<file path="src/hdl/rfa_pkg.sv">
// ----------------------------------------------------------------------------
// rfa_pkg: shared types and codes for the rational fraction ALU
// Request and result structs, command and status codes, and the
// controller-to-datapath command and status bundles.
// ----------------------------------------------------------------------------
package rfa_pkg;

  localparam logic [1:0] CMD_ADD = 2'd0;
  localparam logic [1:0] CMD_SUB = 2'd1;
  localparam logic [1:0] CMD_MUL = 2'd2;
  localparam logic [1:0] CMD_DIV = 2'd3;

  localparam logic [1:0] ST_OK = 2'd0;
  localparam logic [1:0] ST_ZDEN = 2'd1;
  localparam logic [1:0] ST_DIVZ = 2'd2;
  localparam logic [1:0] ST_OVF = 2'd3;

  typedef struct packed {
    logic [1:0]        command;
    logic signed [31:0] a_numerator;
    logic signed [31:0] a_denominator;
    logic signed [31:0] b_numerator;
    logic signed [31:0] b_denominator;
  } req_t;

  typedef struct packed {
    logic signed [31:0] result_numerator;
    logic [30:0]        result_denominator;
    logic [1:0]         status;
  } rsp_t;

  // controller -> datapath commands
  typedef struct packed {
    logic load;     // capture request, decode operands
    logic mul;      // form one partial product
    logic comb;     // combine products into n, d
    logic gcd_init; // strip common twos
    logic gcd_step; // one binary gcd step
    logic div_step; // one restoring division bit
    logic finish;   // range check and pack result
  } ctl_t;

  // datapath -> controller status
  typedef struct packed {
    logic early;    // request ends in an input error
    logic mul_done;
    logic two_done; // gb is odd or ga is zero
    logic gcd_done;
    logic div_done;
  } sts_t;

endpackage

</file>
<file path="src/hdl/rfa_ctrl.sv">
// ----------------------------------------------------------------------------
// rfa_ctrl: sequencing state machine
// Walks load, check, multiply, combine, gcd and division phases, then strobes
// the result for one cycle; an input error goes from the check to finish.
// ----------------------------------------------------------------------------
module rfa_ctrl (
  input  logic          clk_i,
  input  logic          rst_ni,
  input  logic          start_i,
  input  rfa_pkg::sts_t sts_i,
  output rfa_pkg::ctl_t ctl_o,
  output logic          busy_o,
  output logic          done_o
);

  typedef enum logic [8:0] {
    S_IDLE = 9'b000000001,
    S_CHK  = 9'b000000010,
    S_MUL  = 9'b000000100,
    S_COMB = 9'b000001000,
    S_TWO  = 9'b000010000,
    S_GCD  = 9'b000100000,
    S_DIV  = 9'b001000000,
    S_FIN  = 9'b010000000,
    S_OUT  = 9'b100000000
  } state_e;

  state_e state_q, state_d;

  // next state
  always_comb begin
    state_d = state_q;
    ctl_o = '0;
    case (state_q)
      S_IDLE: begin
        if (start_i) begin
          ctl_o.load = 1'b1;
          state_d = S_CHK;
        end
      end
      S_CHK: state_d = sts_i.early ? S_FIN : S_MUL;
      S_MUL: begin
        ctl_o.mul = 1'b1;
        if (sts_i.mul_done) state_d = S_COMB;
      end
      S_COMB: begin
        ctl_o.comb = 1'b1;
        state_d = S_TWO;
      end
      S_TWO: begin
        // drop factors of two until gb is odd or ga is zero
        ctl_o.gcd_init = 1'b1;
        if (sts_i.two_done) state_d = S_GCD;
      end
      S_GCD: begin
        ctl_o.gcd_step = 1'b1;
        if (sts_i.gcd_done) state_d = S_DIV;
      end
      S_DIV: begin
        ctl_o.div_step = 1'b1;
        if (sts_i.div_done) state_d = S_FIN;
      end
      S_FIN: begin
        ctl_o.finish = 1'b1;
        state_d = S_OUT;
      end
      S_OUT: state_d = S_IDLE;
      default: state_d = S_IDLE;
    endcase
  end

  always_ff @(posedge clk_i or negedge rst_ni) begin
    if (!rst_ni) begin
      state_q <= S_IDLE;
    end else begin
      state_q <= state_d;
    end
  end

  assign busy_o = (state_q != S_IDLE);
  assign done_o = (state_q == S_OUT);

endmodule

</file>
<file path="config.mk">
export PLATFORM = sky130hd
export DESIGN_NAME = rfa_ctrl
export DESIGN_NICKNAME = d
export VERILOG_FILES = /design/src/hdl/rfa_pkg.sv /design/src/hdl/rfa_ctrl.sv
export SDC_FILE = /design/constraint.sdc
export NUM_CORES = 1
export LEC_CHECK = 0
export BUFFER_PORTS_ARGS = -buffer_cell sky130_fd_sc_hd__buf_4
export CAP_MARGIN = 10
export CORE_AREA = 2 2 39 41
export DETAILED_ROUTE_END_ITERATION = 10
export DIE_AREA = 0 0 41 43
export GPL_TIMING_DRIVEN = 0
export PLACE_DENSITY = 0.67
export SLEW_MARGIN = 20
export SYNTH_ARGS = -nofsm -noshare
export SYNTH_HDL_FRONTEND = slang
export SYNTH_SLANG_ARGS = --single-unit
</file>
<file path="constraint.sdc">
create_clock -name clk_i -period 1.4 [get_ports clk_i]
set_input_delay 0.28 -clock clk_i [delete_from_list [all_inputs] [get_ports clk_i]]
set_output_delay 0.28 -clock clk_i [all_outputs]
set_load 0.05 [all_outputs]
</file>
==> load_flow_metrics.sql <==
INSERT INTO impl_metrics (metric_group, metric, value, unit) VALUES
('status', 'status', 'complete, but fails checks', ''),
('status', 'violations', 'setup timing', ''),
('routing', 'first_iter_violations', '2', ''),
('yosys', 'syn_area_per_cell', '9.81', 'sq um'),
('routing', 'dr_total_vias', '538', ''),
('sta', 'timing.final.setup_violations', '12', ''),
('yosys', 'synth-main-ff-cell', 'sky130_fd_sc_hd__dfrtp_1', ''),
('cells_and_area', 'antenna_cells', '0', ''),
('global_route', 'grt.busiest_layer', 'met1', ''),
('place', 'place.detailed.instances', '89', ''),
('cts', 'clk_transition_reported_paths', '0.06', 'ns'),
('sta', 'setup_repair_after_global_routing_missed_its_margin', 'yes', ''),
('routing', 'finalWirelength', '1510', 'um'),
('routing', 'detailedRoute.firstPassIterationCount', '2', ''),
('cells_and_area', 'instances_no_fill', '106', ''),
('cells_and_area', 'finish.net_count', '99', ''),
('yosys', 'ys_ff_latch', '9', ''),
('cts', 'cts_buffers', '3', ''),
('sta', 'endpoints_failing_hold', '0', ''),
('floorplanning', 'boundaryPins', '17', ''),
('run', 'maxCapViolations', '0', ''),
('cts', 'worst_skew_pair_later_pin_latency', '0.26', 'ns'),
('setup_path', 'crit_required', '1.12', 'ns'),
('global_route', 'grt_first_pass_wirelength', '2260', 'um'),
('place', 'finalWeightedCongestion', '0.672', ''),
('yosys', 'synthCells', '57', ''),
('yosys', 'synth-async-reset-ratio', '100', '%'),
('global_route', 'globalRouteTotalUtil', '20.0', '%'),
('cells_and_area', 'final_instance_area', '990', 'sq um'),
('cells_and_area', 'layout-area-overhead-vs-synth', '77.0', '%'),
('setup_path', 'worst-setup-path-type', 'reg -> out', ''),
('cts', 'clk_root_buffer_cell', 'sky130_fd_sc_hd__clkbuf_4', ''),
('place', 'dp_hpwl', '872', 'um'),
('yosys', 'ys_seq_area_share', '40.5', '%'),
('sta', 'maximum_clock_frequency', '0.535', 'GHz'),
('sta', 'max_slew.worst_pin.slew', '0.333', 'ns'),
('routing', 'wl_per_cell', '14.3', 'um'),
('cts', 'cts_max_path_buffers', '2', ''),
('cells_and_area', 'registers_with_the_highest_flip_flop_counts', 'state_q (9)', ''),
('global_route', 'globalRoute.totalOverflow', '0', ''),
('place', 'placed_cell_area', '744', 'sq um'),
('setup_path', 'timing.critical_path.to_type', 'primary output', ''),
('global_route', 'maximum_number_of_pins_on_one_net_before_global_route_repair', '10', ''),
('place', 'number_of_port_buffers', '16', ''),
('yosys', 'synthesis.yosys.warnings', '0', ''),
('hold_path', 'timing.hold.worst.class', 'in -> reg', ''),
('cts', 'cts_tree', 'built', ''),
('sta', 'timing.final.crit_period', '1.87', 'ns'),
('cells_and_area', 'largest_register', 'state_q', ''),
('cells_and_area', 'layout-drive-gt1-share', '62.2', '%'),
('yosys', 'syn_nets', '65', ''),
('setup_path', 'critical_path.startpoint_type', 'flip-flop', ''),
('floorplanning', 'die_x', '41', 'um'),
('sta', 'post-route-worst-setup-slack', '-0.468', 'ns'),
('global_route', 'grtUsageMet3', '3.66', '%'),
('setup_path', 'worst-path-max-fanout', '4', ''),
('place', 'worst_setup_slack_post_dpl', '-0.274', 'ns'),
('global_route', 'number_of_global_route_vias_before_repair', '494', ''),
('floorplanning', 'num_rows', '14', ''),
('power_and_ir_drop', 'cellLeakagePower', '0.000459', 'uW'),
('setup_path', 'timing.critical_path.arrival', '1.59', 'ns'),
('routing', 'antenna_violating_nets_remaining', '0', ''),
('floorplanning', 'vert_die_dim', '43', 'um'),
('yosys', 'synth_cell_type_count', '31', ''),
('global_route', 'global_route.usage.met1', '26.9', '%'),
('routing', 'drc_errors', '0', ''),
('sta', 'clock_skew', '0.00543', 'ns'),
('yosys', 'synth.cell_area', '559', 'sq um'),
('sta', 'final_worst_path_period_share', '133', '%'),
('floorplanning', 'die-area', '1760', 'sq um'),
('floorplanning', 'start_util', '40.4', '%'),
('power_and_ir_drop', 'power_density', '1430', 'nW/um^2'),
('cells_and_area', 'largest_reg_flops', '9', ''),
('yosys', 'number_of_enable_flip_flop_cells_after_synthesis', '0', ''),
('cts', 'h_tree_depth_reported_by_cts', '1', ''),
('sta', 'final-max-slew-violation-count', '0', ''),
('power_and_ir_drop', 'ir_drop', '1310', 'uV'),
('sta', 'worst_slew_margin_rel', '77.8', '%'),
('cts', 'clock_sink_count', '9', ''),
('floorplanning', 'fp.coreArea', '1380', 'sq um'),
('routing', 'viasPerCell', '5.08', ''),
('global_route', 'grt_antenna_before_repair', '0', ''),
('global_route', 'globalRouteMet2Util', '26.6', '%');
==> per-stage QoR <==
stage               TNS (ns)  total power (uW)  hold WS, ns  util (%)
floorplan             -0.443               859      -0.0156         -
global placement       -1.24               999        0.105      53.8
detailed placement     -1.31              1000        0.106      53.8
CTS                    -3.48              1300        0.196      66.0
global route           -4.72              1490        0.203      71.5
finish                 -3.72              1410        0.200      71.5
==> kinds of logic (layout without fill, tap and decap cells) <==
family / Yosys count / count (layout) / share of synthesized area (%)
and+or+nand+nor: 32 / 32 / 41.4
buffers and inverters: 4 / 37 / 2.68
AOI/OAI and AO/OA: 11 / 11 / 13.9
DFF: 9 / 9 / 40.5
xor gates and xnor gates: 1 / 1 / 1.57
==> routing by layer <==
metal  routed length, um  vias up
li1                    -      270
met1                 625      250
met2                 788       14
met3                  47        4
met4                  51        0
met5                   0        -
==> layout make-up <==
type | count | area (sq um)
clock buffers | 4 | 26.3
fillers | 110 | 394
inverters | 4 | 17.5
multi-input cells | 44 | 422
flip-flops and latches | 9 | 228
well taps | 16 | 20.0
repair buffers | 29 | 277
==> where the power goes <==
part	leakage [uW]	total, uW	switching [uW]	internal, uW
logic	0.000325	835	460	374
registers	0.000119	380	68.1	312
clock network	0.0000150	197	87.7	110
total	0.000459	1410	616	796
==> repair_timing <==
item / in CTS / in global routing
endpoints found under the setup margin: 10 / 14
pin swaps: 5 / 4
hold endpoints to repair: 8 / 0
buffers inserted: 10 / 2
hold buffers: 1 / 0
resized for setup: 16 / 13
==> worst max-delay path: stages (launching register included) <==
cell	delay, ns
sky130_fd_sc_hd__dfrtp_1	0.40
sky130_fd_sc_hd__nor4_4	0.36
sky130_fd_sc_hd__and2_4	0.24
sky130_fd_sc_hd__nand3b_4	0.09
sky130_fd_sc_hd__nor2_4	0.09
sky130_fd_sc_hd__buf_6	0.16
==> cells in the mapped netlist, types with 2 or more instances <==
library cell | instances | area, sq um
sky130_fd_sc_hd__and2_1 | 2 | 12.5
sky130_fd_sc_hd__and4bb_2 | 2 | 25.0
sky130_fd_sc_hd__dfrtp_1 | 8 | 200
sky130_fd_sc_hd__inv_1 | 4 | 15.0
sky130_fd_sc_hd__nand2_1 | 4 | 15.0
sky130_fd_sc_hd__nand2b_1 | 3 | 18.8
sky130_fd_sc_hd__nor2_1 | 8 | 30.0
sky130_fd_sc_hd__o21ai_1 | 2 | 10.0
sky130_fd_sc_hd__o31ai_1 | 2 | 15.0
==> path summary, 6_finish.rpt <==
check                                start         end  slack (ns)  cells after the start
max in group asynchronous           rst_ni  state_q[0]        0.81                      2
worst max register to register  state_q[4]  state_q[2]       -0.04                      6
min in group asynchronous           rst_ni  state_q[2]        0.38                      2
worst max-delay path            state_q[4]    ctl_o[6]       -0.47                      5
worst min-delay path              sts_i[4]  state_q[2]        0.20                      2
worst min register to register  state_q[0]  state_q[0]        0.72                      3
==> layout by cell type, fill, tap and decap left out, types with 2 or more instances in the layout <==
master,instances
sky130_fd_sc_hd__nand2b_1,2
sky130_fd_sc_hd__buf_8,4
sky130_fd_sc_hd__buf_4,17
sky130_fd_sc_hd__nand2_1,4
sky130_fd_sc_hd__dfrtp_1,7
sky130_fd_sc_hd__nor2_1,3
sky130_fd_sc_hd__nor2_4,4
sky130_fd_sc_hd__buf_6,7
sky130_fd_sc_hd__clkbuf_4,3
sky130_fd_sc_hd__o21ai_1,2
sky130_fd_sc_hd__o31ai_4,2
sky130_fd_sc_hd__and4bb_4,2
sky130_fd_sc_hd__and2_4,2
sky130_fd_sc_hd__nor2_2,2
sky130_fd_sc_hd__inv_1,3
Power figures use the tool's default switching activity.
